==> src/hdl/idsu_pkg.sv <==
// shared types and constants for the signed/unsigned integer divider
// no dependencies
`default_nettype none

package idsu_pkg;

    localparam int DIV_W = 32;
    localparam int KIND_W = 2;

    typedef enum logic [KIND_W-1:0] {
        KIND_UQUO = 2'd0,
        KIND_UREM = 2'd1,
        KIND_SQUO = 2'd2,
        KIND_SREM = 2'd3
    } kind_t;

    typedef struct packed {
        logic sel_rem;
        logic neg_q;
        logic neg_r;
        logic den_zero;
    } ctrl_t;

    typedef struct packed {
        ctrl_t            ctrl;
        logic [DIV_W-1:0] rem;
        logic [DIV_W-1:0] nq;
        logic [DIV_W-1:0] den;
    } stage_t;

endpackage

`default_nettype wire

==> src/hdl/idsu_cell.sv <==
// one restoring division step: shift in a dividend bit, trial subtract, one quotient bit
// depends on idsu_pkg
`default_nettype none

module idsu_cell (
    input  wire                   clk,
    input  wire                   rst_n,
    input  wire                   in_valid,
    output logic                  in_ready,
    input  wire idsu_pkg::stage_t in_data,
    output logic                  out_valid,
    input  wire                   out_ready,
    output idsu_pkg::stage_t      out_data
);
    import idsu_pkg::*;

    logic           valid_reg;
    stage_t         data_reg;
    stage_t         data_next;
    logic [DIV_W:0] r_sh;
    logic [DIV_W:0] diff;
    logic           ge;

    always_comb
    begin
        r_sh = {in_data.rem, in_data.nq[DIV_W-1]};
        diff = r_sh - {1'b0, in_data.den};
        ge   = !diff[DIV_W];
        data_next      = in_data;
        data_next.rem  = ge ? diff[DIV_W-1:0] : r_sh[DIV_W-1:0];
        data_next.nq   = {in_data.nq[DIV_W-2:0], ge};
    end

    assign in_ready  = !valid_reg || out_ready;
    assign out_valid = valid_reg;
    assign out_data  = data_reg;

    always_ff @(posedge clk or negedge rst_n)
    begin
        if (!rst_n)
        begin
            valid_reg <= 1'b0;
        end
        else if (in_ready)
        begin
            valid_reg <= in_valid;
        end
    end

    always_ff @(posedge clk)
    begin
        if (in_ready && in_valid)
        begin
            data_reg <= data_next;
        end
    end

endmodule

`default_nettype wire

==> config.mk <==
export PLATFORM = sky130hd
export DESIGN_NAME = idsu_cell
export DESIGN_NICKNAME = d
export VERILOG_FILES = /design/src/hdl/idsu_pkg.sv /design/src/hdl/idsu_cell.sv
export SDC_FILE = /design/constraint.sdc
export NUM_CORES = 1
export LEC_CHECK = 0
export ABC_AREA = 1
export BUFFER_PORTS_ARGS = -buffer_cell sky130_fd_sc_hd__buf_2
export CAP_MARGIN = 30
export CORE_ASPECT_RATIO = 2
export CORE_MARGIN = 10
export CORE_UTILIZATION = 45
export DETAILED_ROUTE_END_ITERATION = 6
export PLACE_DENSITY = 0.84
export SLEW_MARGIN = 20
export SYNTH_ARGS = -nofsm -noshare
export SYNTH_HDL_FRONTEND = slang
export SYNTH_SLANG_ARGS = --single-unit
==> constraint.sdc <==
create_clock -name clk -period 5.24 [get_ports clk]
set_input_delay 0.524 -clock clk [delete_from_list [all_inputs] [get_ports clk]]
set_output_delay 0.524 -clock clk [all_outputs]
set_load 0.05 [all_outputs]
Yosys cells after proc, flatten, opt, wreduce, memory -nomap -nowiden:

Index checks and enable logic that the tools add are counted.

* word-level logic and storage cells: 14
* latch bits: 0
* output and inout port bits: 102
* ROM bits: 0
* bits of input ports: 104
* memory bits (writable): 0
* memories kept: 0
* register bits: 101

* order comparisons: 0
* $add $sub $neg: 1
* divide/modulo/power cells: 0
* bitwise logic cells: 0
* reduce and logical (&&, ||, !) cells: 4
* multiply operators: 0
* equal/unequal tests: 0
* shift operators: 0
* mux-type cells: 1

Operators by type and width (count)
* $sub A33 B32 Y33: 1
* $mux W32: 1
* $logic_not A1 Y1: 2
* $logic_and A1 B1 Y1: 1
* $logic_or A1 B1 Y1: 1

Longest topological paths before layout:

* depth in word-level cells: 3
* mapped depth: 17
* mapped depth without buffers: 16

Worst setup path before layout:

Ideal clock, no wire load.

* path type: register to register
* start: register valid_reg (netlist: out_valid)
* end: register data_reg (netlist bit out_data[0]), enable pin
* cell stages (with the launch flop): 2
* slack: -0.854 ns
* data required time: 4.649 ns
* clock period less this slack: 6.094 ns
* setup time: 0.591 ns
* data arrival time: 5.503 ns
* path through: dfrtp_1 a21oi_1

* word-level cells in the longest chain between the ends: 3

RTL lines
* start: declaration: line idsu_cell.sv:17 `logic valid_reg;`
* start signal: assignment: line idsu_cell.sv:46 `valid_reg <= in_valid;`
* $logic_not A1 Y1: line idsu_cell.sv:34 `assign in_ready = !valid_reg || out_ready;`
* $logic_or A1 B1 Y1: line idsu_cell.sv:34
* $logic_and A1 B1 Y1: line idsu_cell.sv:52 `if (in_ready && in_valid)`
* end signal: assignment: line idsu_cell.sv:54 `data_reg <= data_next;`
* end: declaration: line idsu_cell.sv:18 `stage_t data_reg;`

No other way between the ends.
A chain may end at the register's enable or synchronous reset.

==> results.cfg <==
[finish]
stdcell_count = 1165
drive_gt1_share_pct = 23.5
final_nets = 1139
nFillCells = 1298
area_growth_pct = 24.3

[critical_path]
startpoint = in_data[0]
arrival_ns = 2.54
cp_common_cell = nand2_1
reg2reg_setup_slack_ns = 3.57
reg2reg_depth = 2
path_class = in2reg
cp_slowest_stage_delay_ns = 0.43
crit_slowest_cell = fa_1
cp-end-kind = register
crit_chain = buf_2, ha_1, fa_1, inv_1, nand2_1, nand2_1, nand3_1, nand2_2, nand2_1, nand2_2, nand2_2, nand3_1, nand2_4, nand2_1, nand2_1
r2r-start = out_valid
crit_fanout = 32
required_ns = 5.35
r2r-end = out_data[93]
start_kind = input pin

[hold_path]
worstHoldPathType = in2reg
hp-start = in_data[99]
holdPathEnd = out_data[99]
holdPathStages = 1

[timing]
setup_viol = 0
worstMarginPinSlew_ns = 0.507
rsz0062_at_grt = false
slew_viol_final = 0
period_needed_ns = 2.43
skew_ns = 0.00968
timing.final.crit_share_pct = 46.4
fmax_ghz = 0.411
holdWs_ns = 0.347
setup_tns_ns = 0
hold_viol_final = 0
timing.slew.headroom_pct = 66.1

[clock_tree]
clock_latency_ns = 0.35
htreeDepth = 3
cts_tree = built
post_cts_resized = 0
cts.clk_slew.worst_paths_ns = 0.07
cts_sinks = 101
clk_path_buf_depth = 2
cts_root_buf = clkbuf_16
post_cts_buffers = 0
numCtsBuffers = 9

[pwr]
p_sw_mw = 0.858
powerDensity_nw_per_um2 = 303
switching_share_pct = 36.6
p_int_mw = 1.49
comb_power_share_pct = 30.4
clock_power_share_pct = 28.0
peakVddDrop_v = 0.000208
sequentialPowerShare_pct = 41.6
p_leak_nw = 4.26

[floorplan]
chipHeight_um = 186
die_area_um2 = 19200
core-area_um2 = 13500
row_count = 60
ios = 206
start_util_pct = 46.0
die_x_um = 103

[synthesis]
synth_top_area_cell = edfxtp_1
synthesis.area_um2 = 6220
yosys.area.top_type_share_pct = 48.3
synth_fp_nets = 926
ys_seq_area_share_pct = 48.7
syn_area_per_cell_um2 = 7.88
ys_async_sr_fraction_pct = 0.990
ys_ff_latch = 101
synthCells = 789
synth_edf_count = 100
ys_types = 24
ys.flop_type = edfxtp_1
ys_warn_count = 0
netlist_top_cells_area = edfxtp_1 (48%), nand2_1 (20%), inv_1 (9.7%)

[global_routing]
grt_pass1_vias = 5730
grt_pass1_wl_um = 28800
grt.total_usage_pct = 20.0
grt_overflow = 0
antenna_found_initial = 2
grt_max_degree = 74

[drt]
wirelength_um = 19500
vias_per_cell = 4.81
dr_total_vias = 5602
drc = 0
drtIter0Drc = 271
wl_per_cell_um = 16.7
antenna_violating_nets_post_route = 0
dr.pass1.iters = 5

[placement]
post-dp-hpwl_um = 16200
placed_cells = 1144
port_buffers = 205
place.gp.congestion = 0.944

[flow_run]
max-cap-violations = 0

[outcome]
status = complete, no violations
how the worst max path moves through the flow:
| stage | endpoint | slack (ns) | cells past startpoint |
|---|---|---|---|
| after floorplan | out_data[0] | 1.31 | 2 |
| after global placement | out_data[91] | 2.52 | 15 |
| after detailed placement | out_data[74] | 2.43 | 15 |
| after CTS | out_data[67] | 2.80 | 15 |
| after global routing | out_data[72] | 2.62 | 15 |
| final | out_data[67] | 2.81 | 15 |
Yosys cell counts (2+ instances only):
| cell type | n |
|---|---|
| nand2_1 | 337 |
| inv_1 | 160 |
| edfxtp_1 | 100 |
| nor2_1 | 39 |
| ha_1 | 32 |
| nand3_1 | 31 |
| a21oi_1 | 24 |
| xor2_1 | 14 |
| nand2_2 | 8 |
| nand4_1 | 8 |
| o21bai_1 | 7 |
| buf_6 | 6 |
| nor3_1 | 6 |
| and2_1 | 4 |
| a21oi_2 | 2 |
| nand2_4 | 2 |
| nand3b_1 | 2 |
critical path, delay by kind of cell:
kind,cells,cell delay [ns]
fa+ha+maj,2,0.65
buf+inv,2,0.22
simple gates,11,1.14
power groups by stage:
stage / Clock, mW / Combinational (mW) / Sequential [mW]
after floorplan: 0 / 0.315 / 1.20
after global placement: 0 / 0.699 / 0.993
after detailed placement: 0 / 0.709 / 0.995
after CTS: 0.666 / 0.713 / 0.977
after global routing: 0.692 / 0.778 / 0.982
final: 0.657 / 0.713 / 0.977
sequential cells by signal, indices dropped and copies added, names as in the netlist:
name,flops
out_data,100
out_valid,1
metal layers:
metal	up-vias	GRT usage, %	share of wire [%]
met2	174	41.2	59
met3	41	3.44	5.5
met1	2506	16.1	31
met5	-	0	0
met4	0	11.6	4.3
li1	2881	-	-
area by class of cell:
cell class / instances / area (um2) / area share, %
Timing Repair Buffer: 208 / 1080 / 14.0
Clock inverter: 6 / 56.3 / 0.728
Clock buffer: 10 / 229 / 2.96
Sequential cell: 101 / 3030 / 39.2
Inverter: 161 / 604 / 7.81
Tap cell: 155 / 194 / 2.51
Multi-Input combinational cell: 521 / 2530 / 32.7
Antenna cell: 3 / 7.51 / 0.0971
repair_timing:
item,in CTS,in global routing
hold buffers,1,0
setup endpoints to repair,0,0
endpoints found under the hold margin,1,0
cell families (layout without fill, tap and decap cells):
kind of cell               after synthesis  in the layout  share of synthesized area [%]
AOI/OAI and AO/OA                       33             33                           3.06
xor gates and xnor gates                15             15                           2.11
adders and majority gates               33             33                           6.76
buffers and inverters                  167            385                           10.8
DFF                                    101            101                           48.7
other                                    0              3                              0
and+or+nand+nor                        440            440                           28.6
cell usage in the layout, fill, tap and decap left out, drive strengths merged:
master / instances
a21oi: 26
and2: 4
and3: 1
buf: 207
clkbuf: 10
clkinv: 3
clkinvlp: 1
dfrtp: 1
diode: 3
dlygate4sd3: 1
edfxtp: 100
fa: 1
ha: 32
inv: 163
nand2: 347
nand3: 31
nand3b: 2
nand4: 8
nor2: 39
nor3: 6
o21bai: 7
or2: 2
xnor2: 1
xor2: 14
stage by stage:
step,cell area (um2),setup WS (ns),power [mW],util (%)
2_1_floorplan,6220,1.31,1.51,-
3_3_place_gp,7400,2.52,1.69,54.8
3_5_place_dp,7400,2.43,1.70,54.8
5_1_grt,7730,2.62,2.45,57.2
4_1_cts,7700,2.80,2.36,57.0
6_report,7730,2.81,2.35,57.2
Note: power is estimated with default switching activity, not from simulation.
