### config.mk
export PLATFORM = sky130hd
export DESIGN_NAME = idsu_pre
export DESIGN_NICKNAME = d
export VERILOG_FILES = /design/src/hdl/idsu_pkg.sv /design/src/hdl/idsu_pre.sv
export SDC_FILE = /design/constraint.sdc
export NUM_CORES = 1
export LEC_CHECK = 0
export BUFFER_PORTS_ARGS = -buffer_cell sky130_fd_sc_hd__buf_2
export CAP_MARGIN = 5
export CELL_PAD_IN_SITES_DETAIL_PLACEMENT = 0
export CELL_PAD_IN_SITES_GLOBAL_PLACEMENT = 1
export CORE_ASPECT_RATIO = 0.9
export CORE_MARGIN = 5
export CORE_UTILIZATION = 35
export CTS_CLUSTER_SIZE = 25
export DETAILED_ROUTE_END_ITERATION = 6
export PLACE_DENSITY = 0.77
export SLEW_MARGIN = 20
export SYNTH_ARGS = -nofsm -noshare
export SYNTH_HDL_FRONTEND = slang
export SYNTH_SLANG_ARGS = --single-unit
### constraint.sdc
create_clock -name clk -period 3.35 [get_ports clk]
set_clock_uncertainty 0.15 [all_clocks]
set_input_delay 0.335 -clock clk [delete_from_list [all_inputs] [get_ports clk]]
set_output_delay 0.335 -clock clk [all_outputs]
set_load 0.005 [all_outputs]
### src/hdl/idsu_pkg.sv
// shared types and constants for the signed/unsigned integer divider
// no dependencies
`default_nettype none

package idsu_pkg;

    localparam int DIV_W = 32;
    localparam int KIND_W = 2;

    typedef enum logic [KIND_W-1:0] {
        KIND_UQUO = 2'd0,
        KIND_UREM = 2'd1,
        KIND_SQUO = 2'd2,
        KIND_SREM = 2'd3
    } kind_t;

    typedef struct packed {
        logic sel_rem;
        logic neg_q;
        logic neg_r;
        logic den_zero;
    } ctrl_t;

    typedef struct packed {
        ctrl_t            ctrl;
        logic [DIV_W-1:0] rem;
        logic [DIV_W-1:0] nq;
        logic [DIV_W-1:0] den;
    } stage_t;

endpackage

`default_nettype wire

### src/hdl/idsu_pre.sv
// input cell: operand magnitudes and sign/select control for the divider
// depends on idsu_pkg
`default_nettype none

module idsu_pre (
    input  wire                      clk,
    input  wire                      rst_n,
    input  wire                      in_valid,
    output logic                     in_ready,
    input  wire  [idsu_pkg::KIND_W-1:0] kind,
    input  wire  [idsu_pkg::DIV_W-1:0]  dividend,
    input  wire  [idsu_pkg::DIV_W-1:0]  divisor,
    output logic                     out_valid,
    input  wire                      out_ready,
    output idsu_pkg::stage_t         out_data
);
    import idsu_pkg::*;

    logic   valid_reg;
    stage_t data_reg;
    stage_t data_next;
    logic   is_signed;
    logic   sa;
    logic   sb;

    always_comb
    begin
        is_signed = (kind == KIND_SQUO) || (kind == KIND_SREM);
        sa = is_signed & dividend[DIV_W-1];
        sb = is_signed & divisor[DIV_W-1];
        data_next.ctrl.sel_rem  = (kind == KIND_UREM) || (kind == KIND_SREM);
        data_next.ctrl.neg_q    = sa ^ sb;
        data_next.ctrl.neg_r    = sa;
        data_next.ctrl.den_zero = (divisor == '0);
        data_next.rem = '0;
        data_next.nq  = sa ? (~dividend + 1'b1) : dividend;
        data_next.den = sb ? (~divisor + 1'b1) : divisor;
    end

    assign in_ready  = !valid_reg || out_ready;
    assign out_valid = valid_reg;
    assign out_data  = data_reg;

    always_ff @(posedge clk or negedge rst_n)
    begin
        if (!rst_n)
        begin
            valid_reg <= 1'b0;
        end
        else if (in_ready)
        begin
            valid_reg <= in_valid;
        end
    end

    always_ff @(posedge clk)
    begin
        if (in_ready && in_valid)
        begin
            data_reg <= data_next;
        end
    end

endmodule

`default_nettype wire

Yosys cells after proc, flatten, opt, wreduce, memory -nomap -nowiden
Cells that the tools add are included.
W data, S select, Z words.
{"block": "totals", "reg_bits": 69, "latchBits": 0, "mem_bits_rw": 0, "rom_bits": 0, "input_bits": 70, "output_inout_bits": 102, "wordCells": 25, "n_memories": 0}
{"block": "classes", "add_sub_neg": 2, "mul": 0, "n_div": 0, "magnitude_cmp": 0, "eq_ne": 3, "shift": 0, "n_mux": 2, "bitwise": 5, "n_reduce_logical": 6}
{"cell": "$add A32 B1 Y32 const B", "count": 2}
{"cell": "$mux W32", "count": 2}
{"cell": "$not A32 Y32", "count": 2}
{"cell": "$logic_not A32 Y1", "count": 1}
{"cell": "$eq A2 B2 Y1 const B", "count": 2}
{"cell": "$logic_or A1 B1 Y1", "count": 3}
{"cell": "$and A1 B1 Y1", "count": 2}
{"cell": "$eq A2 B1 Y1 const B", "count": 1}
{"cell": "$logic_and A1 B1 Y1", "count": 1}
{"cell": "$logic_not A1 Y1", "count": 1}
{"cell": "$xor A1 B1 Y1", "count": 1}

Logic depth before layout (Yosys ltp)
Gate-level depths: netlist of run 1.
{"block": "logic_depth", "depth_word": 4, "ltp_mapped": 7, "depth_no_buf": 7}

Worst setup path after synthesis of run 1
Ideal clock, no wire load.
{"block": "synth_timing", "path_kind": "register to register", "startpoint": "register valid_reg (netlist: out_valid)", "endpoint": "register data_reg, in the netlist out_data[0] (enable)", "setup_ns": 0.434, "arrival_time_ns": 2.119, "required_time_ns": 2.766, "path_slack_ns": 0.648, "path_stages_with_launch": 3, "path_buffers": 0, "period_less_slack_ns": 2.702, "cell_sequence": "dfrtp_1 nand2b_1 and2_1"}
{"block": "synth_between", "elab_chain_len": 3}
{"item": "start, declared", "line_no": "idsu_pre.sv:19", "rtl": "logic valid_reg;"}
{"item": "start signal, assigned", "line_no": "idsu_pre.sv:52", "rtl": "valid_reg <= in_valid;"}
{"item": "$logic_not A1 Y1", "line_no": "idsu_pre.sv:40", "rtl": "assign in_ready = !valid_reg || out_ready;"}
{"item": "$logic_or A1 B1 Y1", "line_no": "idsu_pre.sv:40"}
{"item": "named net in_ready", "line_no": "idsu_pre.sv:9", "rtl": "output logic in_ready,"}
{"item": "$logic_and A1 B1 Y1", "line_no": "idsu_pre.sv:58", "rtl": "if (in_ready && in_valid)"}
{"item": "end signal, assigned", "line_no": "idsu_pre.sv:60", "rtl": "data_reg <= data_next;"}
{"item": "end, declared", "line_no": "idsu_pre.sv:20", "rtl": "stage_t data_reg;"}
The timed path passes the listed nets, and every way through them passes these cells.
A chain may end at the register's enable or synchronous reset.

==> flow_results.org, run 1 <==
** Outcome
- The flow ran to the end, and the final reports show no timing, DRC or antenna violations.

** Timing
- At the pin with the least slew margin, the transition time is just under 900 ps.
- Worst rel slew slack :: 41.9%
- Endpoints failing setup :: 0
- The final-report max-slew violation count came to 0.
- For the final routed database, the setup TNS stands at 0 ps.
- Time the final worst path needs with I/O delays and setup :: 2450 ps
- Timing would allow up to 408 MHz.
- Share of the clock period used by the worst path :: 73.2%
- WHS :: 35.6 ps
- The number of failing hold endpoints at the final stage came to 0.
- Setup repair after global routing missed its margin :: no

** Clocking
- Clock-pin slew was measured on the worst setup and hold paths at 50 ps.
- The H-tree was split into 3 levels.
- Clk root buf :: clkbuf_16
- Number of buffers created by CTS :: 9
- TritonCTS clock tree :: built
- Counting along the longest clock path gives a buffer depth of 2.
- Clock latency on the worst-skew pair :: between 300 and 400 ps
- Count of instances resized after the clock tree is built :: 0
- Sinks on Clock Net :: approximately 70

** Yosys
- In the post-synthesis netlist, the biggest area contributors are edfxtp_1 55%, xor2_1 8.0%, buf_4 6.4%.
- In the synthesized netlist the dominant register cell turns out to be edfxtp_1.
- Cell with the most instances after synthesis :: edfxtp_1
- Sequential elements use 55.4% of the synthesized area.
- Biggest area consumer among synthesized cells :: edfxtp_1
- Post-synthesis instance total :: 321
- Distinct cell type count after synthesis :: 38
- Cell types with the highest counts after synthesis :: 68 x edfxtp_1, 35 x nor2_1, 34 x xor2_1
- Flip-flop and latch count after synthesis :: 69
- Counting flops with an async set or reset pin after synthesis yields a share of 1.45%.
- Number of synthesized flops with an enable pin :: 68
- Average instance area after synthesis :: roughly 12 um2
- Cell area after synthesis :: about 3700 um2
- The top cell type by area accounts for 54.7% of the synthesized area.
- The Yosys step of the flow raised 0 warnings.

** Cells and area
- Layout cells sized above 1 :: a little over a third
- Fill cell count :: approximately 1000
- Once layout is complete, the cells apart from fillers number between 500 and 600.
- The final layout contains approximately 540 nets.
- The repair_antennas step left the layout with diodes totalling 0.
- Relative to the synthesized area, the layout overhead comes to 26.8%.

** Die
- Measured along the x axis, the die boundary spans about 120 um.
- Row count :: 35
- Top-level I/O count :: between 150 and 200
- DIE AREA :: 12800 um2
- Total core area :: 10300 um2
- Once the floorplan was initialized, standard cells occupied a little over a third of the core.
- DIE HEIGHT :: 108 um

** Place
- Count of input and output buffers :: 139
- Hpwl dp :: between 7000 and 8000 um
- The number of placed instances, taps included, is around 580.
- Weighted congestion at the end of routability-driven global placement :: ~0.82

** Min path
- Hold/Removal Path Class :: input port to register

** Drt
- Drt first-iter violations :: 168
- Average wire per standard cell :: ~16 um
- Once detail routing completed, the nets flagged for antenna violations numbered 0.
- The first detailed-routing pass ran for 4 iterations.
- The detailed router put a total of roughly 3900 um of wire on met1.
- Routed vias :: roughly 2800
- Remaining design rule violation count :: 0
- Dividing the detail-routed via count by the number of cells gives approximately 4.7.
- Signal routing reaches up to met4.
- DR WL met3 :: roughly 600 um
- After detailed routing, the total wire length is slightly above 9000 um.
- Total length of routed met2 wires :: 4600 um

** Job
- MaxCap Viol Count :: 0

** Global routing
- Number of global-route vias before repair :: 2800
- Initial antenna violation count :: 0
- The first global-routing pass estimated 14000 um of wire.
- Global routing finished with a remaining overflow of 0.
- Global-route total usage across every layer :: around 14%
- Entering global routing, the biggest net connects between 60 and 70 pins.

** Setup path
- The largest individual stage delay along the critical path comes from the cell or4_1.
- At the worst endpoint, the required time is ~3300 ps.
- The worst setup path is captured at a register.
- Cell occurring most often along the worst timing path :: or4_1
- Crit Path Category :: input port to register
- Cell breakdown of the critical path :: buf_2 -> or4_1 -> or4_1 -> nor3_1 -> a21oi_1 -> xor2_1
- On the worst path, the slowest cell contributes a delay of 590 ps.
- Largest fanout on the critical path :: 6
- Worst EP arrival :: approximately 2400 ps
- Launching element type of the critical path :: input port

** Pwr
- In this run the power density over the cells is between 400 and 500 nW/um2.
- Summing internal, switching and leakage power gives ~2.2 mW.
- IR analysis of the VDD net gives a maximum drop of between 0.2 and 0.25 mV.
- Leakage power total :: around 2 nW
[flip-flops by register name (all words and copies together), names as in the netlist]
register and cells:
out_data 68, out_valid 1
[path summary, 6_finish.rpt]
| kind | startpoint | endpoint | slack (ps) | depth (start not counted) |
|---|---|---|---|---|
| setup / recovery | dividend[0] | out_data[59] | 900 | 6 |
| hold / removal | kind[0] | out_data[99] | 40 | 1 |
| setup reg to reg | out_valid | out_data[2] | 1500 | 3 |
| hold reg to reg | out_valid | out_valid | 380 | 2 |
| max in group asynchronous | rst_n | out_valid | 2790 | 2 |
| min in group asynchronous | rst_n | out_valid | 180 | 2 |
[metal layers]
metal / GRT usage (%) / vias to the layer above
li1: - / 1376
met1: 17.2 / 1300
met2: 23.5 / 104
met3: 3.40 / 10
met4: 5.21 / 0
met5: 0 / -
[metrics by stage]
stage | worst slack, ps | utilization, % | area (um2)
after CTS | 932 | 45.8 | 4730
after global placement | 669 | 43.0 | 4440
after detailed placement | 597 | 43.0 | 4440
after floorplan | 648 | - | 3850
after global routing | 821 | 45.8 | 4730
final | 899 | 45.8 | 4730
[logic make-up (layout without fill, tap and decap cells)]
| kind of cell | after synthesis | after routing | synth area share [%] |
|---|---|---|---|
| compound gates | 49 | 49 | 8.45 |
| xor+xnor | 58 | 58 | 13.6 |
| fa+ha+maj | 2 | 2 | 0.671 |
| buf+inv | 50 | 166 | 8.45 |
| flops | 69 | 69 | 55.4 |
| other cells | 1 | 32 | 0.101 |
| simple gates | 92 | 92 | 13.3 |
[cells in the final DEF, fill, tap and decap left out, types with 3 or more instances in the layout]
cell / n
and2_1: 4
o31ai_1: 8
or4_4: 4
nor4_1: 5
nor3_1: 11
edfxtp_1: 68
nor2_1: 35
nand2_1: 9
o21ai_0: 10
clkbuf_16: 9
xnor2_1: 24
inv_1: 9
xor2_1: 34
or4_1: 6
o41ai_1: 4
buf_2: 139
conb_1: 32
or3_1: 3
a21oi_1: 22
[timing repair]
action	CTS	global route
hold buffers	1	0
setup buffers	0	0
hold endpoints to repair	1	0
[layout make-up]
cell class	instances	area (um2)	area share (%)
Timing Repair Buffer	142	721	15.2
Inverter	9	33.8	0.714
Tap cell	129	161	3.41
Clock buffer	9	225	4.76
Multi-Input combinational cell	233	1470	31.0
Clock inverter	6	55.1	1.16
Sequential cell	69	2070	43.7
[report_power, final]
group	switching [mW]	internal [mW]
Clock	0.343	0.563
Combinational	0.167	0.126
Sequential	0.0143	1.03
[worst max-delay path, delay by kind of cell]
family,cells,cell delay [ps]
and+or+nand+nor,3,1590
xor gates and xnor gates,1,170
buffers and inverters,1,120
AOI/OAI and AO/OA,1,150
Note: power is estimated with default switching activity, not from simulation.
==> inputs of run 2 (changes only) <==
==> constraint.sdc (replaced) <==
create_clock -name clk -period 2.5 [get_ports clk]
set_clock_uncertainty 0.15 [all_clocks]
set_input_delay 0.25 -clock clk [delete_from_list [all_inputs] [get_ports clk]]
set_output_delay 0.25 -clock clk [all_outputs]
set_load 0.005 [all_outputs]
==> flow_results.org, run 2 (synthesized netlist as in run 1, its figures left out) <==
** Outcome
- Run status: completed (unchanged).

** Timing
- For this run, the top clock speed supported by timing is 453 MHz.
- Final slew viol count :: 0 (unchanged)
- Time the final worst path needs with I/O delays and setup :: about 2200 ps
- Worst rel slew slack :: 59.0% (was 41.9%)
- Setup repair after global routing missed its margin: no (unchanged).
- The slew of the pin with the lowest slew margin was 614 ps (was 871 ps).
- The number of failing hold endpoints at the final stage came to 0 (unchanged).
- Share of the clock period used by the worst path :: 88.2%
- Endpoints failing setup :: 0 (unchanged)
- The final worst hold slack was 83.5 ps (was 35.6 ps).

** Pwr
- The combinational cell fraction of total power is 12.7% (was 13.0%).
- Leakage power total :: 2.10 nW (was 1.99 nW)
- The total chip power is 3.25 mW (was 2.25 mW).
- The fraction of power consumed by sequential logic was 43.1% (was 46.6%).
- Switching portion of total power :: 22.1% (was 23.3%)
- Internal Power :: 2.54 mW (was 1.72 mW)
- The switching power summed over all nets was 0.719 mW (was 0.524 mW).
- The power density relative to cell area is 659 nW/um2 (was 475 nW/um2).
- Clock group share of total power :: 44.3% (was 40.4%)
- The worst IR drop on VDD is 0.268 mV (was 0.224 mV).

** Clocking
- The clock tree root driver cell was clkbuf_16 (unchanged).
- Number of buffers added for setup after CTS :: 0 (unchanged)
- Sinks on Clock Net :: 69 (unchanged)
- Clock latency on the worst-skew pair :: 310 ps (was 320 ps)
- The TritonCTS clock tree is built (unchanged).
- The largest buffer count on any clock path came to 2 (unchanged).
- Number of buffers inserted by hold repair at cts :: 4 (was 1)
- Number of buffers created by CTS :: 9 (unchanged)
- The clock input transition at the sequential cells of the worst setup and hold paths came to 50 ps (about the same).
- Count of instances resized after the clock tree is built :: 0 (unchanged)
- Number of H-tree levels :: 3 (unchanged)

** Min path
- The worst hold-check path type was input port to register (unchanged).

** Setup path
- Launching element type of the critical path :: input port (unchanged)
- Crit path capture type :: register (unchanged)
- The startpoint-to-endpoint class of the critical path is input port to register (unchanged).
- Combined buffer and inverter count along the critical path :: 1 (unchanged)
- Largest fanout on the critical path :: 4 (was 6)
- The required time of the critical path was 2420 ps (was 3270 ps).
- Cell breakdown of the critical path :: buf_2 -> or4_4 -> or4_4 -> or4_1 -> o21ai_0 -> xnor2_1 (was buf_2 -> or4_1 -> or4_1 -> nor3_1 -> a21oi_1 -> xor2_1)
- Worst EP arrival :: 2130 ps (was 2370 ps)
- Cell occurring most often along the worst timing path :: or4_4 (was or4_1)
- Critical-path top delay cell :: or4_4 (was or4_1)
- Critical path's top delay family :: simple AND/OR/NAND/NOR gates (unchanged)
- Delay contributed by the slowest stage of the critical path :: 530 ps (was 590 ps)

** Cells and area
- The flip-flop count of the largest register after layout is 68 (unchanged).
- Commonest cells after routing, fill and taps aside: 139 x buf_2, 68 x edfxtp_1, 35 x nor2_1 (unchanged).
- The area growth from synthesis to layout is 32.4% (was 26.8%).
- Post-layout nets :: 552 (was 536)
- The antenna diode count is 0 (unchanged).
- Leading cell type in the layout, fill and taps excluded :: buf_2 (unchanged)
- The share of post-route cells with drive strength above 1 was 37.3% (was 35.7%).

** Global routing
- The maximum number of pins on one net before global-route repair came to 34 (was 69).
- The all-layer global routing usage was 14.2% (was 13.9%).
- GRT Residual Overflow :: 0 (unchanged)
- Number of global-route vias before repair :: 2870 (was 2800)
- Initial antenna violation count :: 0 (unchanged)
- First-pass GRT wire length :: 14400 um (was 14000 um)

** Drt
- The detailed-route wire length was 9430 um (was 9260 um).
- The total iterations of the first detailed-routing run is 4 (unchanged).
- Routed vias :: 2902 (was 2790)
- The via density per instance is 4.73 (was 4.67).
- Average wire per standard cell :: 15.4 um (was 15.5 um)
- The number of routed nets with antenna violations is 0 (unchanged).
- Remaining design rule violation count :: 0 (unchanged)
- Drt first-iter violations :: 175 (was 168)

** Place
- Weighted congestion at the end of routability-driven global placement :: 0.830 (was 0.818)
- The count of input and output buffers is 139 (unchanged).
- The HPWL after detailed placement came to 7290 um (was 7070 um).

** Die
- The area of the die is 12800 um2 (unchanged).
- The floorplan die width came to 119 um (unchanged).
- The number of top-level design ports is 172 (unchanged).
- DIE HEIGHT :: 108 um (unchanged)
- Total core area :: 10300 um2 (unchanged)
- Row count :: 35 (unchanged)
- The effective utilization at floorplan came to 36.1% (unchanged).

** Job
- MaxCap Viol Count :: 0 (unchanged)
run 2: cell types whose count changed in the layout (fill, tap and decap cells not counted), sizes merged:
cell,before,now
buf,141,154
dlygate4sd3,1,4
bufinv,1,3
clkinv,4,3
run 2: metal layers:
layer	global-route usage (%)	share of wire [%]	vias to the layer above
li1	-	-	1411
met3	3.03	7.5	10
met4	6.04	1.4	0
met5	0	0	-
met2	24.1	49	115
met1	17.8	42	1366
run 2: power by group through the flow:
stage / registers (mW) / logic (mW) / clock network, mW
after floorplan: 1.44 / 0.207 / 0
after global placement: 1.42 / 0.402 / 0
after detailed placement: 1.43 / 0.409 / 0
after CTS: 1.40 / 0.415 / 1.48
after global routing: 1.41 / 0.460 / 1.52
final: 1.40 / 0.412 / 1.44
run 2: per-stage QoR:
step	util, %	setup slack [ps]	setup TNS (ps)	std cells	area [um2]
2_1_floorplan	-	84.0	0	352	3850
3_3_place_gp	44.1	-7.48	-7.48	594	4560
3_5_place_dp	44.1	-33.5	-33.5	594	4560
4_1_cts	47.8	314	0	614	4940
5_1_grt	47.8	223	0	614	4940
6_report	47.8	294	0	614	4940
run 2: worst paths after layout:
kind / from / endpoint / slack [ps] / depth (start not counted)
min in group asynchronous: rst_n / out_valid / 90 / 2
setup reg to reg: out_valid / out_data[12] / 760 / 3
setup / recovery: divisor[18] / out_data[29] / 290 / 6
hold reg to reg: out_valid / out_valid / 380 / 2
hold / removal: dividend[0] / out_data[32] / 80 / 2
max in group asynchronous: rst_n / out_valid / 2030 / 2
run 2: cell type report:
type | instances | area [um2]
inverters | 9 | 33.8
multi-input cells | 233 | 1470
well taps | 129 | 161
flip-flops and latches | 69 | 2070
repair buffers | 158 | 873
clock buffers | 9 | 225
clock inverters | 7 | 114
fillers | 968 | 5390
run 2: worst register-to-register path, cell delays in order, from the launching register on:
cell      delay (ps)
dfrtp_1          370
nand2b_1         110
and2_2           500
buf_12           300
