$ cat config.mk
export PLATFORM = sky130hd
export DESIGN_NAME = idsu_post
export DESIGN_NICKNAME = d
export VERILOG_FILES = /design/src/hdl/idsu_pkg.sv /design/src/hdl/idsu_post.sv
export SDC_FILE = /design/constraint.sdc
export NUM_CORES = 1
export LEC_CHECK = 0
export BUFFER_PORTS_ARGS = -buffer_cell sky130_fd_sc_hd__clkbuf_2
export CAP_MARGIN = 20
export CORE_MARGIN = 3
export CORE_UTILIZATION = 42
export DETAILED_ROUTE_END_ITERATION = 8
export GPL_ROUTABILITY_DRIVEN = 0
export PLACE_DENSITY = 0.77
export SETUP_SLACK_MARGIN = 0.02
export SLEW_MARGIN = 20
export SYNTH_ARGS = -nofsm -noshare
export SYNTH_HDL_FRONTEND = slang
export SYNTH_SLANG_ARGS = --single-unit
$ cat constraint.sdc
create_clock -name clk -period 1.6 [get_ports clk]
set_input_delay 0.08 -clock clk [delete_from_list [all_inputs] [get_ports clk]]
set_output_delay 0.08 -clock clk [all_outputs]
set_load 0.005 [all_outputs]
$ cat src/hdl/idsu_pkg.sv
// shared types and constants for the signed/unsigned integer divider
// no dependencies
`default_nettype none

package idsu_pkg;

    localparam int DIV_W = 32;
    localparam int KIND_W = 2;

    typedef enum logic [KIND_W-1:0] {
        KIND_UQUO = 2'd0,
        KIND_UREM = 2'd1,
        KIND_SQUO = 2'd2,
        KIND_SREM = 2'd3
    } kind_t;

    typedef struct packed {
        logic sel_rem;
        logic neg_q;
        logic neg_r;
        logic den_zero;
    } ctrl_t;

    typedef struct packed {
        ctrl_t            ctrl;
        logic [DIV_W-1:0] rem;
        logic [DIV_W-1:0] nq;
        logic [DIV_W-1:0] den;
    } stage_t;

endpackage

`default_nettype wire

$ cat src/hdl/idsu_post.sv
// output cell: sign fix-up, quotient/remainder select and zero-divisor override
// depends on idsu_pkg
`default_nettype none

module idsu_post (
    input  wire                        clk,
    input  wire                        rst_n,
    input  wire                        in_valid,
    output logic                       in_ready,
    input  wire idsu_pkg::stage_t      in_data,
    output logic                       out_valid,
    input  wire                        out_ready,
    output logic [idsu_pkg::DIV_W-1:0] answer,
    output logic                       divisor_zero
);
    import idsu_pkg::*;

    logic             valid_reg;
    logic [DIV_W-1:0] answer_reg;
    logic [DIV_W-1:0] answer_next;
    logic             zero_reg;
    logic [DIV_W-1:0] mag;
    logic             neg;

    always_comb
    begin
        mag = in_data.ctrl.sel_rem ? in_data.rem : in_data.nq;
        neg = in_data.ctrl.sel_rem ? in_data.ctrl.neg_r : in_data.ctrl.neg_q;
        if (in_data.ctrl.den_zero)
        begin
            answer_next = '0;
        end
        else
        begin
            answer_next = neg ? (~mag + 1'b1) : mag;
        end
    end

    assign in_ready     = !valid_reg || out_ready;
    assign out_valid    = valid_reg;
    assign answer       = answer_reg;
    assign divisor_zero = zero_reg;

    always_ff @(posedge clk or negedge rst_n)
    begin
        if (!rst_n)
        begin
            valid_reg <= 1'b0;
        end
        else if (in_ready)
        begin
            valid_reg <= in_valid;
        end
    end

    always_ff @(posedge clk)
    begin
        if (in_ready && in_valid)
        begin
            answer_reg <= answer_next;
            zero_reg   <= in_data.ctrl.den_zero;
        end
    end

endmodule

`default_nettype wire

# ---- Word-level counts from Yosys, hierarchy flattened
# Index checks and enable logic that the tools add are counted.
# W data, S select, Z words.
dict set report word_totals {
  reg_bits 34
  latchBits 0
  ramBits 0
  romBits 0
  in_bits 104
  output_inout_bits 35
  n_memories 0
}
dict set report classes {
  add_sub_neg 1
  multipliers 0
  n_div 0
  n_lt_le_gt_ge 0
  n_eq_ne 0
  n_shift 0
  n_mux 3
  bitwise_logic 1
  n_reduce_logical 3
}
# op count
set ops {}
lappend ops {{$mux W32} 2}
lappend ops {{$add A32 B1 Y32 const B} 1}
lappend ops {{$not A32 Y32} 1}
lappend ops {{$logic_and A1 B1 Y1} 1}
lappend ops {{$logic_not A1 Y1} 1}
lappend ops {{$logic_or A1 B1 Y1} 1}
lappend ops {{$mux W1} 1}

# ---- Logic depth before layout (Yosys ltp)
# Gate-level depths: netlist of run 1.
dict set report logic_depth {
  ltp_word 4
  mapped_depth 12
}

# ---- Least setup slack after synthesis of run 1
# Ideal clock, no wire load.
dict set report synth_timing {
  kind {input-to-reg}
  start {input in_data[99] (netlist name)}
  end {register answer_reg[20], in the netlist answer[20] (data pin)}
  arrival_ns 2.773
  t_required_ns 1.328
  setup_slack_ns -1.445
  path_stages 12
  n_path_buf 6
  cell_sequence {buf_6 -> buf_2 -> buf_2 -> buf_2 -> buf_2 -> buf_2 -> mux2i_1 -> ha_1 -> o21a_1 -> nand4_2 -> nor3b_1 -> or4_1}
}
dict set report synth_via {
  elab_chain_len 4
}
# item line_no
set synth_rtl {}
lappend synth_rtl {{start, declared} idsu_post.sv:10} ;# input wire idsu_pkg::stage_t in_data,
lappend synth_rtl {{$mux W32} idsu_post.sv:27} ;# mag = in_data.ctrl.sel_rem ? in_data.rem : in_data.nq;
lappend synth_rtl {{$not A32 Y32} idsu_post.sv:35} ;# answer_next = neg ? (~mag + 1'b1) : mag;
lappend synth_rtl {{$add A32 B1 Y32} idsu_post.sv:35}
lappend synth_rtl {{$mux W32 (*)} idsu_post.sv:35}
lappend synth_rtl {{end signal, assigned} idsu_post.sv:60} ;# answer_reg <= answer_next;
lappend synth_rtl {{end, declared} idsu_post.sv:19} ;# logic [DIV_W-1:0] answer_reg;
# Every way passes the cells marked *; elsewhere a longest branch is shown, timed or not.
# A chain may end at the register's enable or synchronous reset.

# ---- Final worst setup path of run 1
# Same ends and word-level chain as after synthesis.

==> tab_implementation.tex, run 1 <==
\begin{tabular}{lr}
\hline
Metric & Value \\
\hline
\multicolumn{2}{l}{\textbf{Outcome}} \\
\quad Status & finished with violations \\
\quad Violations in the final reports & negative setup slack \\
\multicolumn{2}{l}{\textbf{Worst hold path}} \\
\quad Worst hold stages & 3 \\
\quad Kind of path behind the tightest hold check & input port to flip-flop \\
\quad Min-Delay Endpoint & out\_valid\$\_DFFE\_PN0N\_ \\
\quad Hold path start & out\_ready \\
\multicolumn{2}{l}{\textbf{STA}} \\
\quad Fin crit period & around 2.0 ns \\
\quad Final hold violation count & 0 \\
\quad Post-layout worst setup margin & -0.3666 ns \\
\quad Setup repair after global routing missed its margin & true \\
\quad Relative slew slack & between 50 and 60\% \\
\quad Finish-stage setup viols & 19 \\
\quad Slew @ Worst Pin & 0.6325 ns \\
\quad Tcrit/Tclk final & 122.9\% \\
\quad Peak clock frequency supported by timing & between 0.5 and 0.6 GHz \\
\quad Final Slew Violations & 0 \\
\quad Clock tree skew after final layout & between 0.005 and 0.006 ns \\
\multicolumn{2}{l}{\textbf{Synthesis}} \\
\quad Most frequently used flop master after synthesis & edfxtp\_1 \\
\quad Distinct cells, synth & 53 \\
\quad Count of flip-flops with a built-in enable after synthesis & 33 \\
\quad Syn\_nets & roughly 410 \\
\quad Number of register bits inferred by synthesis & 34 \\
\quad Share of synthesized flip-flops with an asynchronous set or reset & under 10\% \\
\quad Count of synthesis-stage warnings from yosys & 0 \\
\quad Number of instances in the synthesized netlist & between 300 and 400 \\
\quad Mapped cell area & 2846 um2 \\
\quad Seq/Total Area, Yosys & 35.69\% \\
\quad Area share of the leading cell type in the synthesized netlist & 34.81\% \\
\quad Most instantiated library cell after synthesis & mux2i\_1 \\
\quad Mean instance size in the synthesized netlist & 9.394 um2 \\
\quad Top cell type by total area after synthesis & edfxtp\_1 \\
\quad List of most frequent post-synthesis cells & mux2i\_1 (37), edfxtp\_1 (33), nor2\_1 (27), nand2\_1 (20), nor3\_1 (17) \\
\quad Top area cells in the synthesized netlist & edfxtp\_1 (35\%), mux2i\_1 (13\%), xor2\_1 (4.6\%), nor2\_1 (3.6\%), nor3\_1 (3.0\%) \\
\multicolumn{2}{l}{\textbf{Setup path}} \\
\quad Type of the worst setup path & input port to flip-flop \\
\quad Element type at the critical path end & flip-flop \\
\quad Critical path cell sequence & buf\_12 > buf\_8 > or3\_4 > a222oi\_1 > buf\_4 > nand4\_4 > nor3b\_2 > or4\_1 \\
\quad Critical path fanouts, max & 6 \\
\quad Reg-to-reg setup timing slack & roughly 0.4 ns \\
\quad Cell type of the slowest stage on the worst timing path & or4\_1 \\
\quad Arrival time worst endpoint & about 2.0 ns \\
\quad Reg-to-reg critical path startpoint & out\_valid\$\_DFFE\_PN0N\_ \\
\quad Largest stage delay on the critical path & $\sim$0.43 ns \\
\quad Endpoint of the most critical register-to-register path & answer[10]\$\_SDFFCE\_PP0P\_ \\
\quad Cells on worst reg2reg path & 3 \\
\quad CP Launch Type & input port \\
\quad Worst Path Required & between 1.5 and 2 ns \\
\multicolumn{2}{l}{\textbf{Drt}} \\
\quad Post-detailed-route DRC marker count & 0 \\
\quad TritonRoute pass-1 iters & 5 \\
\quad Remaining antenna violation count after routing & 0 \\
\quad Via count normalized by instance count & roughly 6 \\
\quad Detailed-route via count & approximately 3,600 \\
\quad DR WL/cell & roughly 19 um \\
\quad Drt initial violations & about 190 \\
\quad Post-detailed-routing wire length & roughly 11,000 um \\
\multicolumn{2}{l}{\textbf{Floorplan}} \\
\quad Starting density of the core & roughly 44\% \\
\quad Floorplan die width & around 88 um \\
\quad Site Rows & 29 \\
\quad Area enclosed by the die boundary & roughly 8000 um2 \\
\quad Placeable core region & approximately 6500 um2 \\
\quad Die Span Y & about 88 um \\
\quad I/O pin cnt & between 100 and 150 \\
\multicolumn{2}{l}{\textbf{Power and ir drop}} \\
\quad Maximum vdd ir drop & around 0.44 mV \\
\quad Cell Int Power & 1880 uW \\
\quad Combinational fraction of design power & 37.0\% \\
\quad Net switching component of the power & between 800 and 900 uW \\
\quad Fraction of power consumed by sequential logic & 39.7\% \\
\quad Cell leakage power & approximately 0.0022 uW \\
\quad Tot Pwr & $\sim$2700 uW \\
\quad Switching portion of total power & between 30\% and 40\% \\
\quad Pwr Density & about 570 nW/um2 \\
\quad Clock network power share & approximately 23\% \\
\multicolumn{2}{l}{\textbf{Clocking}} \\
\quad Clock tree from TritonCTS & yes \\
\quad Buffer type at the clock tree root & clkbuf\_8 \\
\quad H-tree level count & 2 \\
\quad Clock buffers created by TritonCTS & 5 \\
\quad Worst-case clock buffer depth & 2 \\
\quad Clk sink count & 34 \\
\quad Reg clk slew, reported paths & $\sim$0.080 ns \\
\quad Clock latency at the later pin of the worst-skew pair & approximately 0.29 ns \\
\multicolumn{2}{l}{\textbf{Final layout}} \\
\quad Share of final-layout standard cells stronger than drive strength 1 & 56.01\% \\
\quad Area growth from synthesis to layout & 68.35\% \\
\quad Cell area after layout & approximately 4800 um2 \\
\quad Number of fillers in the final layout & roughly 400 \\
\quad Total number of nets in the final design & between 600 and 700 \\
\quad Max reg flops & 32 \\
\quad Count of inserted antenna diode cells & 0 \\
\multicolumn{2}{l}{\textbf{Placed design}} \\
\quad Post-placement cell area & between 4000 and 5000 um2 \\
\quad Detail Placement HPWL & 7683 um \\
\quad Port-buffer cells & 106 \\
\multicolumn{2}{l}{\textbf{GRT}} \\
\quad Pin count of the biggest net entering global routing & 34 \\
\quad Vias in the first global route & $\sim$3,600 \\
\quad Global-route total usage across every layer & 28.47\% \\
\quad Total grt overflow & 0 \\
\quad Number of antenna violations at the first check in global routing & 0 \\
\quad Wire length of the first global-routing pass & around 17,000 um \\
\multicolumn{2}{l}{\textbf{Job}} \\
\quad Max-cap violations & 0 \\
\hline
\end{tabular}
## critical path, delay by kind of cell
family                 cells  cell delay [ns]
AOI/OAI and AO/OA          1             0.42
and+or+nand+nor            4             1.06
buffers and inverters      3             0.43
## stage by stage
stage                     hold WS, ns  worst slack, ns  util (%)  setup TNS (ns)  instances
after floorplan               -0.2156          -0.7581         -          -10.68        303
after global placement        -0.1453          -0.7664     65.50          -15.65        566
after detailed placement      -0.1422          -0.7968     65.50          -16.74        566
after CTS                     0.08752          -0.2081     72.59          -1.448        591
after global routing          0.09477          -0.4564     74.20          -5.079        593
final                         0.09492          -0.3666     74.20          -3.940        593
## logic make-up after synthesis
family | Yosys count | synth area share, %
simple gates | 136 | 27.38
compound gates | 58 | 14.51
fa+ha+maj | 1 | 0.4395
flops | 34 | 35.69
mux | 39 | 13.80
buf+inv | 18 | 2.945
xor+xnor | 17 | 5.231
## layer usage
layer  wire (um)  GRT usage [%]  share of wire, %
met5           0              0                 0
met4         555          14.56               5.0
met3         823          5.214               7.4
met2        5739          50.31                52
met1        4018          32.72                36
## timing repair
| action | CTS | global route |
|---|---|---|
| hold buffers | 2 | 0 |
| hold endpoints to repair | 2 | 0 |
| pin swaps | 31 | 21 |
| gates resized for setup | 54 | 16 |
| setup endpoints to repair | 28 | 25 |
| gates cloned | 1 | 0 |
| buffers inserted | 14 | 3 |
## cell type report
class	count	area (um2)	share of cell area, %
multi-input cells	251	2068	43.16
repair buffers	222	1526	31.85
clock inverters	2	8.758	0.1828
clock buffers	6	72.57	1.514
well taps	77	96.34	2.010
flip-flops and latches	34	1016	21.20
inverters	1	3.754	0.07833
## power groups by stage
stage	Combinational [uW]	Clock, uW	Sequential [uW]
4_1_cts	949	631	1090
3_3_place_gp	831	0	1110
5_1_grt	1090	681	1090
3_5_place_dp	859	0	1110
6_report	1010	636	1090
2_1_floorplan	405	0	1110
## worst max path at each step
stage               slack, ns                       end        start  cells past startpoint
finish                  -0.37  answer[20]$_SDFFCE_PP0P_  in_data[99]                      8
global route            -0.46  answer[20]$_SDFFCE_PP0P_  in_data[99]                      9
CTS                     -0.21  answer[30]$_SDFFCE_PP0P_  in_data[99]                      8
detailed placement      -0.80  answer[31]$_SDFFCE_PP0P_  in_data[99]                      8
global placement        -0.77  answer[31]$_SDFFCE_PP0P_  in_data[99]                      8
floorplan               -0.76  answer[20]$_SDFFCE_PP0P_  in_data[99]                     12
## placed cells by master (no fill, tap or decap), types with 4 or more instances in the layout
| cell type | n |
|---|---|
| buf_6 | 10 |
| and3_1 | 4 |
| mux2i_1 | 34 |
| edfxtp_1 | 33 |
| nor4_1 | 4 |
| nand2b_1 | 6 |
| or3b_4 | 6 |
| xor2_1 | 14 |
| a21oi_2 | 4 |
| or4_4 | 4 |
| a41oi_2 | 5 |
| buf_4 | 98 |
| a222oi_1 | 4 |
| clkbuf_2 | 105 |
| or2_2 | 6 |
| or3_4 | 7 |
| nor2_1 | 27 |
| clkbuf_8 | 5 |
| or4b_4 | 4 |
| nor3_1 | 16 |
| nand2_1 | 20 |
| a21oi_1 | 12 |
| nor3b_1 | 7 |
Note: power is estimated with default switching activity, not from simulation.
==> run 2, diff against run 1 <==
ABC_AREA = 1   (was unset)
CORE_UTILIZATION = 43   (was 42)
PLACE_DENSITY = 0.78   (was 0.77)
==> tab_implementation.tex, run 2 <==
\begin{tabular}{lr}
\hline
Metric & Value \\
\hline
\multicolumn{2}{l}{\textbf{Outcome}} \\
\quad Status & finished, final reports clean \\
\multicolumn{2}{l}{\textbf{GRT}} \\
\quad Global-route total usage across every layer & 21.05\% (-7.4 points) \\
\quad Total grt overflow & 0 (unchanged) \\
\quad Number of antenna violations at the first check in global routing & 0 (unchanged) \\
\quad Wire length of the first global-routing pass & 13,100 um (-25\%) \\
\quad Pin count of the biggest net entering global routing & 37 (+8.8\%) \\
\quad Vias in the first global route & 3,025 (-16\%) \\
\multicolumn{2}{l}{\textbf{Setup path}} \\
\quad Endpoint of the most critical register-to-register path & answer[5]\$\_SDFFCE\_PP0P\_ \\
\quad Element type at the critical path end & flip-flop \\
\quad Type of the worst setup path & input port to flip-flop \\
\quad Cells on worst reg2reg path & 2 (-1) \\
\quad Critical path origin & in\_data[99] \\
\quad Reg-to-reg critical path startpoint & out\_valid\$\_DFFE\_PN0N\_ \\
\quad Critical path fanouts, max & 30 (+24) \\
\quad Reg-to-reg setup timing slack & 0.46 ns (+0.07 ns) \\
\quad Arrival time worst endpoint & 1.51 ns (-0.49 ns) \\
\quad Worst Path Required & 1.64 ns (about the same) \\
\quad CP Launch Type & input port \\
\multicolumn{2}{l}{\textbf{Synthesis}} \\
\quad Count of flip-flops with a built-in enable after synthesis & 33 (unchanged) \\
\quad Syn\_nets & 573 (+40\%) \\
\quad List of most frequent post-synthesis cells & nand2\_1 (206), nor2\_1 (78), inv\_1 (53), edfxtp\_1 (33), a21oi\_1 (22) \\
\quad Count of synthesis-stage warnings from yosys & 0 (unchanged) \\
\quad Mean instance size in the synthesized netlist & 6.104 um2 (-35\%) \\
\quad Area share of the leading cell type in the synthesized netlist & 34.69\% (-0.12 points) \\
\quad Number of register bits inferred by synthesis & 34 (unchanged) \\
\quad Mapped cell area & 2856 um2 (+0.35\%) \\
\quad Top area cells in the synthesized netlist & edfxtp\_1 (35\%), nand2\_1 (27\%), nor2\_1 (10\%), inv\_1 (7.0\%), a21oi\_1 (3.9\%) \\
\quad Seq/Total Area, Yosys & 35.57\% (-0.13 points) \\
\quad Top cell type by total area after synthesis & edfxtp\_1 \\
\quad Most frequently used flop master after synthesis & edfxtp\_1 \\
\quad Distinct cells, synth & 28 (-47\%) \\
\quad Number of instances in the synthesized netlist & 468 (+54\%) \\
\quad Share of synthesized flip-flops with an asynchronous set or reset & 2.941\% (unchanged) \\
\quad Most instantiated library cell after synthesis & nand2\_1 \\
\multicolumn{2}{l}{\textbf{STA}} \\
\quad Clock tree skew after final layout & 0.007386 ns (+0.002141 ns) \\
\quad Tcrit/Tclk final & 91.59\% (-31 points) \\
\quad Relative slew slack & 81.06\% (+23 points) \\
\quad Final hold violation count & 0 (unchanged) \\
\quad Setup repair after global routing missed its margin & true \\
\quad Peak clock frequency supported by timing & 0.6824 GHz (+34\%) \\
\quad Final Slew Violations & 0 (unchanged) \\
\quad Finish-stage setup viols & 0 (-19) \\
\quad Post-layout worst setup margin & 0.1345 ns (+0.5011 ns) \\
\quad Fin crit period & 1.466 ns (-0.5011 ns) \\
\quad Slew @ Worst Pin & 0.2811 ns (-0.3513 ns) \\
\multicolumn{2}{l}{\textbf{Drt}} \\
\quad Remaining antenna violation count after routing & 0 (unchanged) \\
\quad DR WL/cell & 11.17 um (-41\%) \\
\quad Top layer reached by signal wires & met4 \\
\quad Via count normalized by instance count & 4.780 (-21\%) \\
\quad TritonRoute pass-1 iters & 5 (unchanged) \\
\quad Detailed-route via count & 3,274 (-8.2\%) \\
\quad Drt initial violations & 206 (+11\%) \\
\quad Post-detailed-route DRC marker count & 0 (unchanged) \\
\quad M1 WL & 3477 um (-13\%) \\
\quad Post-detailed-routing wire length & 7653 um (-31\%) \\
\quad DR WL met2 & 3519 um (-39\%) \\
\quad Met3 layer wire length in the routed design & 587 um (-29\%) \\
\multicolumn{2}{l}{\textbf{Worst hold path}} \\
\quad Kind of path behind the tightest hold check & input port to flip-flop \\
\quad Min-Delay Endpoint & out\_valid\$\_DFFE\_PN0N\_ \\
\quad Hold path start & in\_valid \\
\quad Worst hold stages & 3 (unchanged) \\
\multicolumn{2}{l}{\textbf{Power and ir drop}} \\
\quad Fraction of power consumed by sequential logic & 42.8\% (+3.1 points) \\
\quad Net switching component of the power & 790.7 uW (-7.5\%) \\
\quad Maximum vdd ir drop & 0.5128 mV (+16\%) \\
\quad Cell leakage power & 0.002134 uW (-1.9\%) \\
\quad Cell Int Power & 1730 uW (-8.0\%) \\
\quad Pwr Density & 655.8 nW/um2 (+15\%) \\
\quad Clock network power share & 23.8\% (+0.6 points) \\
\quad Switching portion of total power & 31.37\% (+0.11 points) \\
\quad Combinational fraction of design power & 33.4\% (-3.6 points) \\
\multicolumn{2}{l}{\textbf{Floorplan}} \\
\quad I/O pin cnt & 139 (unchanged) \\
\quad Starting density of the core & 44.73\% (+0.66 points) \\
\quad Floorplan die width & 87.51 um (-0.93\%) \\
\quad Area enclosed by the die boundary & 7657 um2 (-1.8\%) \\
\quad Die Span Y & 87.51 um (-0.93\%) \\
\quad Site Rows & 29 (unchanged) \\
\quad Placeable core region & 6386 um2 (-1.1\%) \\
\multicolumn{2}{l}{\textbf{Clocking}} \\
\quad Reg clk slew, reported paths & 0.06 ns (-0.02 ns) \\
\quad Worst-case clock buffer depth & 2 (unchanged) \\
\quad Clock latency at the later pin of the worst-skew pair & 0.29 ns (about the same) \\
\quad Clk sink count & 34 (unchanged) \\
\quad H-tree level count & 2 (unchanged) \\
\quad Buffer type at the clock tree root & clkbuf\_8 \\
\quad Clock tree from TritonCTS & yes \\
\quad Clock buffers created by TritonCTS & 5 (unchanged) \\
\quad Post-CTS setup buffers & 0 (-14) \\
\multicolumn{2}{l}{\textbf{Placed design}} \\
\quad Number of placed instances, taps included & 676 (+19\%) \\
\quad Detail Placement HPWL & 6309 um (-18\%) \\
\quad Port-buffer cells & 106 (unchanged) \\
\quad Post-placement setup slack & -0.1474 ns (+0.6494 ns) \\
\quad Post-placement cell area & 3739 um2 (-12\%) \\
\multicolumn{2}{l}{\textbf{Final layout}} \\
\quad Number of standard cells in the layout, taps in and fillers out & 685 (+16\%) \\
\quad Area growth from synthesis to layout & 34.56\% \\
\quad Total number of nets in the final design & 712 (+15\%) \\
\quad Count of inserted antenna diode cells & 0 (unchanged) \\
\quad Final Core Density & 60.19\% (-14 points) \\
\quad Share of final-layout standard cells stronger than drive strength 1 & 29.11\% (-27 points) \\
\quad Most common cell after layout, fill and taps aside & nand2\_1 \\
\quad Max reg flops & 32 (unchanged) \\
\quad Leading cell types in the layout, fill and taps excluded & nand2\_1 (205), clkbuf\_2 (106), nor2\_1 (75), inv\_1 (53), buf\_4 (35) \\
\quad Cell area after layout & 3844 um2 (-20\%) \\
\multicolumn{2}{l}{\textbf{Job}} \\
\quad Max-cap violations & 0 (unchanged) \\
\hline
\end{tabular}
## run 2: changes by cell type in the layout (fill, tap and decap cells not counted), moves of 10 or more
cell,before,now
xor2_1,14,0
buf_6,10,0
nor3_1,16,3
nand2_2,0,13
nand2_1,20,205
nor2_1,27,75
buf_4,98,35
nand3_1,3,16
mux2i_1,34,1
inv_1,1,53
## run 2: worst max-delay path: stages
cell	delay, ns
clkbuf_2	0.19
inv_6	0.06
buf_12	0.16
nand2_1	0.07
nand2_1	0.12
nor2_1	0.18
nand2_1	0.12
o21ai_0	0.27
nand3_1	0.12
nand2_1	0.07
nor2_1	0.04
## run 2: kinds of logic after synthesis
logic type	count (synthesis)	synth area share (%)
buffers and inverters	69	10.86
DFF	34	35.57
AOI/OAI and AO/OA	40	7.315
muxes	1	0.3504
adders and majority gates	1	0.4380
and+or+nand+nor	323	45.47
## run 2: worst max path at each step
stage	endpoint	slack [ns]	cells past startpoint
floorplan	answer[0]$_SDFFCE_PP0P_	0.17	1
global placement	answer[25]$_SDFFCE_PP0P_	-0.11	13
detailed placement	answer[9]$_SDFFCE_PP0P_	-0.15	12
CTS	answer[9]$_SDFFCE_PP0P_	0.15	12
global route	answer[26]$_SDFFCE_PP0P_	0.009	13
finish	answer[18]$_SDFFCE_PP0P_	0.13	11
## run 2: metal layers
| layer | vias up | global-route usage, % |
|---|---|---|
| met5 | - | 0 |
| met4 | 0 | 5.997 |
| met3 | 5 | 2.744 |
| met2 | 118 | 34.38 |
| met1 | 1428 | 29.20 |
| li1 | 1723 | - |
## run 2: cell type report
cell class	instances	area (um2)
Clock buffer	8	80.08
Fill cell	593	2542
Inverter	55	211.5
Multi-Input combinational cell	365	1556
Sequential cell	34	1016
Tap cell	77	96.34
Timing Repair Buffer	146	883.3
## run 2: through the flow
stage / hold WS (ns) / setup TNS [ns] / total power [uW]
floorplan: -0.2156 / 0 / 1564
global placement: -0.1452 / -1.181 / 1902
detailed placement: -0.1397 / -1.699 / 1929
CTS: 0.02205 / 0 / 2523
global route: 0.04368 / 0 / 2694
finish: 0.02388 / 0 / 2521
## run 2: power by group through the flow
| stage | clock network, uW | logic [uW] | registers [uW] |
|---|---|---|---|
| global route | 651 | 960 | 1080 |
| global placement | 0 | 806 | 1100 |
| CTS | 609 | 834 | 1080 |
| detailed placement | 0 | 830 | 1100 |
| floorplan | 0 | 459 | 1110 |
| finish | 600 | 843 | 1080 |
## run 2: what timing repair did
| action | in CTS | in global routing |
|---|---|---|
| hold buffers | 1 | 0 |
| gates resized for setup | 0 | 5 |
| hold endpoints to repair | 1 | 0 |
| setup endpoints to repair | 0 | 5 |
==> run 3, diff against run 2 <==
CELL_PAD_IN_SITES_DETAIL_PLACEMENT = 1   (was unset)
CELL_PAD_IN_SITES_GLOBAL_PLACEMENT = 2   (was unset)
CORE_UTILIZATION = 21   (was 43)
CTS_BUF_LIST = sky130_fd_sc_hd__clkbuf_4 sky130_fd_sc_hd__clkbuf_8   (was unset)
PLACE_DENSITY = unset   (was 0.78)
PLACE_DENSITY_LB_ADDON = 0.1   (was unset)
==> tab_implementation.tex, run 3 (synthesized netlist as in run 2, its figures left out) <==
\begin{tabular}{lr}
\hline
Metric & Value \\
\hline
\multicolumn{2}{l}{\textbf{GRT}} \\
\quad Vias in the first global route & 3,346 (+11\%) \\
\quad Pin count of the biggest net entering global routing & 38 (+2.7\%) \\
\quad Total grt overflow & 0 (unchanged) \\
\quad Number of antenna violations at the first check in global routing & 0 (unchanged) \\
\quad Global-route total usage across every layer & 14.16\% (-6.9 points) \\
\quad Wire length of the first global-routing pass & 16,680 um (+27\%) \\
\multicolumn{2}{l}{\textbf{Drt}} \\
\quad Drt initial violations & 143 (-31\%) \\
\quad Remaining antenna violation count after routing & 0 (unchanged) \\
\quad DR WL/cell & 12.84 um (+15\%) \\
\quad Detailed-route via count & 3,301 (+0.82\%) \\
\quad TritonRoute pass-1 iters & 4 (-1) \\
\quad Post-detailed-routing wire length & 10,230 um (+34\%) \\
\quad Post-detailed-route DRC marker count & 0 (unchanged) \\
\quad Via count normalized by instance count & 4.142 (-13\%) \\
\multicolumn{2}{l}{\textbf{Power and ir drop}} \\
\quad Pwr Density & 641.3 nW/um2 (-2.2\%) \\
\quad Cell leakage power & 0.002228 uW (+4.4\%) \\
\quad Maximum vdd ir drop & 0.2426 mV (-53\%) \\
\quad Tot Pwr & 2657 uW (+5.4\%) \\
\multicolumn{2}{l}{\textbf{Clocking}} \\
\quad Reg clk slew, reported paths & 0.06 ns (about the same) \\
\quad Clock tree from TritonCTS & yes \\
\quad Clk sink count & 34 (unchanged) \\
\quad H-tree level count & 2 (unchanged) \\
\quad Buffer type at the clock tree root & clkbuf\_8 \\
\quad Worst-case clock buffer depth & 2 (unchanged) \\
\quad Clock buffers created by TritonCTS & 5 (unchanged) \\
\quad Clock latency at the later pin of the worst-skew pair & 0.29 ns (about the same) \\
\multicolumn{2}{l}{\textbf{STA}} \\
\quad Finish-stage setup viols & 0 (unchanged) \\
\quad Final hold slack & 0.03032 ns (+0.006443 ns) \\
\quad Tcrit/Tclk final & 91.72\% (+0.12 points) \\
\quad Peak clock frequency supported by timing & 0.6815 GHz (-0.13\%) \\
\quad Setup TNS & 0 ns (unchanged) \\
\quad Clock tree skew after final layout & 0.01198 ns (+0.004599 ns) \\
\quad Slew @ Worst Pin & 0.3828 ns (+0.1017 ns) \\
\quad Final hold violation count & 0 (unchanged) \\
\quad Relative slew slack & 74.31\% (-6.8 points) \\
\quad Fin crit period & 1.467 ns (+0.001940 ns) \\
\quad Final Slew Violations & 0 (unchanged) \\
\quad Setup repair after global routing missed its margin & true \\
\multicolumn{2}{l}{\textbf{Final layout}} \\
\quad Most common cell after layout, fill and taps aside & nand2\_1 \\
\quad Leading cell types in the layout, fill and taps excluded & nand2\_1 (202), clkbuf\_2 (105), nor2\_1 (73), inv\_1 (53), buf\_4 (52) \\
\quad Final Core Density & 31.92\% (-28 points) \\
\quad Area taken by flip-flops and latches & 1016 um2 (unchanged) \\
\quad Count of inserted antenna diode cells & 0 (unchanged) \\
\quad Number of fillers in the final layout & 1,717 (+190\%) \\
\quad Number of standard cells in the layout, taps in and fillers out & 797 (+16\%) \\
\quad Total number of nets in the final design & 729 (+2.4\%) \\
\quad Area growth from synthesis to layout & 45.03\% \\
\quad Footprint of the multi-input gates & 1593 um2 (+2.3\%) \\
\quad Max reg flops & 32 (unchanged) \\
\quad Share of final-layout standard cells stronger than drive strength 1 & 32.64\% (+3.5 points) \\
\multicolumn{2}{l}{\textbf{Setup path}} \\
\quad CP Launch Type & input port \\
\quad Arrival time worst endpoint & 1.51 ns (about the same) \\
\quad Critical path fanouts, max & 37 (+23\%) \\
\quad Type of the worst setup path & input port to flip-flop \\
\quad Element type at the critical path end & flip-flop \\
\quad Largest stage delay on the critical path & 0.35 ns (+0.08 ns) \\
\quad Critical path cell sequence & clkbuf\_4 > buf\_12 > o21ai\_1 > nor2\_1 > buf\_4 > nand2\_1 > nor2\_1 > nand2\_1 > nand2\_1 > a21oi\_1 > nor2\_1 \\
\quad Worst Path Required & 1.64 ns (about the same) \\
\quad Cell type of the slowest stage on the worst timing path & o21ai\_1 \\
\multicolumn{2}{l}{\textbf{Floorplan}} \\
\quad Floorplan die width & 122.6 um (+40\%) \\
\quad Site Rows & 41 (+41\%) \\
\quad Die Span Y & 122.6 um (+40\%) \\
\quad Area enclosed by the die boundary & 15,040 um2 (+96\%) \\
\quad Starting density of the core & 22.01\% (-23 points) \\
\quad I/O pin cnt & 139 (unchanged) \\
\quad Placeable core region & 12,980 um2 (+100\%) \\
\multicolumn{2}{l}{\textbf{Placed design}} \\
\quad Port-buffer cells & 106 (unchanged) \\
\quad Number of placed instances, taps included & 786 (+16\%) \\
\quad Detail Placement HPWL & 8736 um (+38\%) \\
\multicolumn{2}{l}{\textbf{Job}} \\
\quad Max-cap violations & 0 (unchanged) \\
\multicolumn{2}{l}{\textbf{Outcome}} \\
\quad Status & finished, final reports clean \\
\multicolumn{2}{l}{\textbf{Worst hold path}} \\
\quad Kind of path behind the tightest hold check & input port to flip-flop \\
\hline
\end{tabular}
run 3: changes by cell type in the layout (fill, tap and decap cells not counted), moves of 2 or more:
cell / delta
nand2_1: -3
buf_4: +17
clkbuf_4: +4
clkbuf_1: -3
nand2_2: +3
nor2_4: +2
nor2_1: -2
run 3: power by group:
part | internal, uW | switching, uW | total, uW
sequential | 1060 | 16.3 | 1080
combinational | 388 | 527 | 915
clock | 360 | 306 | 666
run 3: final timing paths:
path | start | endpoint | slack (ns) | cells after the start
worst max-delay path | in_data[99] | answer[28]$_SDFFCE_PP0P_ | 0.13 | 11
worst min-delay path | in_valid | out_valid$_DFFE_PN0N_ | 0.03 | 3
worst max register to register | out_valid$_DFFE_PN0N_ | answer[28]$_SDFFCE_PP0P_ | 0.47 | 2
worst min register to register | out_valid$_DFFE_PN0N_ | out_valid$_DFFE_PN0N_ | 0.59 | 2
max in group asynchronous | rst_n | out_valid$_DFFE_PN0N_ | 1.41 | 2
min in group asynchronous | rst_n | out_valid$_DFFE_PN0N_ | 0.10 | 2
run 3: metrics by stage:
stage | area, um2 | setup slack (ns)
final | 4143 | 0.1325
after floorplan | 2868 | 0.1670
after detailed placement | 3970 | -0.1872
after global routing | 4143 | -0.003486
after global placement | 3970 | -0.1656
after CTS | 4071 | 0.1300
run 3: per-layer routing:
metal	vias up	global-route usage, %	share of wire (%)
met5	-	0	0
met4	0	4.409	1.4
met3	7	1.797	4.2
met2	81	20.75	40
met1	1460	21.47	54
li1	1753	-	-
run 3: final cells by class:
type | instances | share of cell area, %
Timing Repair Buffer | 163 | 24.46
Inverter | 55 | 5.165
Sequential cell | 34 | 24.52
Clock buffer | 8 | 2.205
Multi-Input combinational cell | 365 | 38.45
Tap cell | 172 | 5.195
run 3: critical path, delay by kind of cell:
family,cells,cell delay [ns]
buffers and inverters,3,0.50
AOI/OAI and AO/OA,2,0.48
and+or+nand+nor,6,0.43
run 3: what timing repair did:
item                                   in CTS  in global routing
resized for setup                           0                 19
setup endpoints to repair                   0                 24
buffers inserted                            0                  2
endpoints found under the hold margin       1                  0
hold buffers                                1                  0
